### config.mk
export PLATFORM = sky130hd
export DESIGN_NAME = c2d_ram
export DESIGN_NICKNAME = d
export VERILOG_FILES = /design/src/rtl/c2d_ram.sv
export SDC_FILE = /design/constraint.sdc
export NUM_CORES = 1
export LEC_CHECK = 0
export BUFFER_PORTS_ARGS = -buffer_cell sky130_fd_sc_hd__buf_2
export CORE_ASPECT_RATIO = 0.9
export CORE_MARGIN = 3
export CORE_UTILIZATION = 61
export DETAILED_ROUTE_END_ITERATION = 16
export PLACE_DENSITY = 0.89
export SLEW_MARGIN = 10
export SYNTH_ARGS = -nofsm -noshare
export SYNTH_HDL_FRONTEND = slang
export SYNTH_SLANG_ARGS = --single-unit
export TNS_END_PERCENT = 20
### constraint.sdc
create_clock -name clk_i -period 4.8 [get_ports clk_i]
set_clock_uncertainty 0.1 [all_clocks]
set_input_delay 0.48 -clock clk_i [delete_from_list [all_inputs] [get_ports clk_i]]
set_output_delay 0.48 -clock clk_i [all_outputs]
set_load 0.02 [all_outputs]
### src/rtl/c2d_ram.sv
`timescale 1ns / 1ps

module c2d_ram #(
  parameter int unsigned WIDTH = 32,
  parameter int unsigned DEPTH = 16
) (
  input  logic                                     clk_i,
  input  logic                                     we_i,
  input  logic [((DEPTH > 1) ? $clog2(DEPTH) : 1)-1:0] waddr_i,
  input  logic [WIDTH-1:0]                         wdata_i,
  input  logic                                     re_i,
  input  logic [((DEPTH > 1) ? $clog2(DEPTH) : 1)-1:0] raddr_i,
  output logic [WIDTH-1:0]                         rdata_o
);

  logic [WIDTH-1:0] mem_q [DEPTH];
  logic [WIDTH-1:0] rdata_q;

  always_ff @(posedge clk_i) begin
    if (we_i) begin
      mem_q[waddr_i] <= wdata_i;
    end
    if (re_i) begin
      rdata_q <= mem_q[raddr_i];
    end
  end

  assign rdata_o = rdata_q;

endmodule

Word level (Yosys, flattened, before mapping). Memory sizes are Yosys's and may differ from the RTL's. A register that Yosys moved wholly into a read port is not among the register bits. Index checks and enable logic that the tools add are counted. Widths: inputs -> output; s select.

Flip-flop bits (word level): 0. Latch bits: 0. RAM bits: 512. ROM bits: 0. Input port bits: 43. Output and inout bits: 32. Logic and storage cells: 3. Memories: 1.

Memory list: mem_q (words 16, bits a word 32, read ports 1, clocked after Yosys merged registers in 1, wr ports 1, RTL line 16) `logic [WIDTH-1:0] mem_q [DEPTH];`.

Add/sub/neg operators: 0. Multiply operators: 0. Divide/modulo/power cells: 0. $lt $le $gt $ge: 0. Equal/unequal tests: 0. Shift operators: 0. Multiplexer cells: 2. Bitwise logic cells: 0. Reduce and logical (&&, ||, !) cells: 0.

Operator list (number): $mux 1 (2).

Logic depth before layout (Yosys ltp).
Depth in word-level cells: 2. Depth in mapped cells: 5. Gate-level depth less buffers: 3.

Worst setup path before layout. Ideal clock, no wire load.

Path kind: input to register. From: input waddr_i[2] in the netlist's numbering. To: memory mem_q[0][0], enable pin. Setup time: 0.461 ns. Arrival: 3.198 ns. Required time: 4.239 ns. Setup slack: 1.040 ns. Stages on the path: 2. Buffers on the path: 0. Path through: or3b_2 nor3_1.

RTL lines: from (decl) (RTL line 9) `input logic [((DEPTH > 1) ? $clog2(DEPTH) : 1)-1:0] waddr_i,`; to (decl) (RTL line 16).

No word-level cell before the write port.

==> impl_results.md <==
* Antenna viol nets, final at 0
* Routability congestion estimate from global placement at 0.732
* Storage cell area at 16,300 um^2
* Post-Synthesis Net Count at 881
* Vias/cell at 6.86
* Count of fill cells added during filler insertion at 1,766
* DRC violation total after the first TritonRoute iteration at 1,242
* Post-detailed-placement half-perimeter wirelength at 22,300 um
* Std-Cell Core Area at 32,300 um^2
* Final Cell Area at 22,600 um^2
* Number of buffer cells added on primary ports at 74
* Number of vias in the routed layout at 9,599
* Remaining routing DRC violations at 0
* Width of the chip at 198 um
* Final Setup Violations at 0
* Count of standard-cell rows at 62
* Type of the most critical hold path: in2reg
* Proportion of synthesized flip-flops having asynchronous set or reset at 0
* Post-layout nets at 988
* Maximum ir drop on the vdd rail at 0.000255 V
* Proportion of netlist area held by the largest area contributor at 0.810
* Cell area after technology mapping at 20,200 um^2
* Most common cell after layout, fill and taps aside: sky130_fd_sc_hd__edfxtp_1
* Overflow after GRT at 0
* Critical path capture point type: flip-flop
* Count of hold-fix buffers inserted at cts at 0
* Maximum frequency from static timing analysis at 0.448 GHz
* First-pass GRT wire length at 65,000 um
* Path type of the worst setup path: in2reg
* Top_reg_cell synth: sky130_fd_sc_hd__edfxtp_1
* Number of synthesized flops with an enable pin at 544
* Boundary Pins at 75
* Initial Utilization at 0.625
* Chip height at 179 um
* Wire per inst at 32.0 um
* Fin crit share at 0.465
* Setup total negative slack at 0 ns
* Post-Syn Instances at 838
* Required time at the worst-slack endpoint at 5.00 ns
* Setup slack, reg-to-reg at 3.17 ns
* Number of pins with negative max-slew slack in the final report at 0
* Cells taking the most area after synthesis: sky130_fd_sc_hd__edfxtp_1, sky130_fd_sc_hd__mux4_2, sky130_fd_sc_hd__a22oi_1
* Post-placement cell area at 21,200 um^2
* Clock insertion delay at the later pin of the skew report at 0.57 ns
* YS warnings at 0
* Clock transition at the registers of the reported paths at 0.06 ns
* Die Outline Area at 35,300 um^2
* Mean cell area of the mapped netlist at 24.1 um^2
* Synth-to-Final Area Change at 12.2%
* Type of origin of the critical path: input pin
* Sequential element share of the synthesized area at 0.810
* Maximum fanout along the worst path at 51
* Unrepaired setup endpoints after global routing: false
* Via count of the first global-routing pass at 9,939
* Power per cell area at 416 nW/um^2
* Static Leak at 7.20 nW
* Global-route usage over all layers at 0.259
* Clock sink count at 544
* Number of buffers between clock root and the deepest sink at 3
* Cts bufs inserted at 50
* Pre-antenna DRT Iters at 5
* Combined area of the multi-input logic cells at 3750 um^2
* H-tree lvl count at 2
* Max-cap violations at 0
* Worst endpoint data arrival time at 2.44 ns
* Relative slew slack at 0.183
* Pin count of the biggest net entering global routing at 64
* Final period demand of the worst path at 2.23 ns
* Initial antenna violation count at 3
* Number of distinct library cell variants in the gate-level netlist after synthesis at 17
* Highest-count cells in the layout ignoring fill and taps: sky130_fd_sc_hd__edfxtp_1, sky130_fd_sc_hd__mux4_2, sky130_fd_sc_hd__buf_2
* Layout cell share with drive strength beyond 1 at 0.312
* Yosys reg bits at 544
* Clock Tree Root: sky130_fd_sc_hd__clkbuf_16
* Wirelength, routed at 44,800 um
* Post-CTS Resized at 0
* Final Hold Violating Endpoints at 0
* Transition time at the pin with the least slew margin at 1.22 ns
* Number of setup buffers added after CTS at 0
* Largest area contributor in the synthesized netlist: sky130_fd_sc_hd__edfxtp_1
* CTS tree: yes
* Run status: finished, final reports clean
[Yosys cell counts, drive strengths merged, types with 2 or more instances]
library cell	number
edfxtp	544
a22oi	64
nand3b	2
clkbuf	17
nor2	13
mux4	128
buf	26
nand2	33
nor3	4
nand2b	2
nor2b	2
[routing by layer]
layer  GRT usage  share of wire
met5           0        0.00054
met1       0.354           0.35
met3      0.0599           0.11
met4      0.0970          0.033
met2       0.420           0.50
[where the power goes]
group,switching (mW),internal (mW)
clock,1.62,1.92
combinational,0.302,0.184
sequential,0.0385,5.35
[cell families after synthesis]
group / synth area share
flip-flops: 0.810
multiplexers: 0.143
AND/OR/NAND/NOR: 0.0125
buffers and inverters: 0.0110
AO/OA/AOI/OAI: 0.0238
[through the flow]
step	utilization	cells	hold slack (ns)	setup WS [ns]	power (mW)
global placement	0.657	1309	0.627	2.07	5.94
finish	0.702	1399	0.192	2.57	9.41
detailed placement	0.657	1309	0.634	1.99	5.97
global route	0.701	1398	0.190	2.42	9.64
CTS	0.701	1397	0.171	2.54	9.45
floorplan	-	838	0.479	1.04	5.76
[final timing paths]
check | start | depth (start not counted) | to
setup / recovery | raddr_i[0] | 5 | rdata_o[29]$_DFFE_PP_
hold / removal | wdata_i[20] | 1 | mem_q[13][20]$_DFFE_PP_
setup reg to reg | mem_q[7][31]$_DFFE_PP_ | 3 | rdata_o[31]$_DFFE_PP_
hold reg to reg | mem_q[12][1]$_DFFE_PP_ | 3 | rdata_o[1]$_DFFE_PP_
[worst max-delay path, stage by stage]
cell	delay [ns]
sky130_fd_sc_hd__clkbuf_8	0.53
sky130_fd_sc_hd__buf_12	0.41
sky130_fd_sc_hd__mux4_2	0.57
sky130_fd_sc_hd__a22oi_1	0.28
sky130_fd_sc_hd__nand2_1	0.11
[final cells by class]
cell class | instances | share of cell area
sequential | 544 | 0.722
clock buffer | 65 | 0.0578
tap | 416 | 0.0230
clock inverter | 23 | 0.00536
multi-input combinational | 251 | 0.166
antenna | 2 | 0.000221
timing repair buffer | 98 | 0.0265
[sequential cells by signal (all words and copies together) (netlist names)]
signal   count
mem_q      512
rdata_o     32
Power figures use the tool's default switching activity.
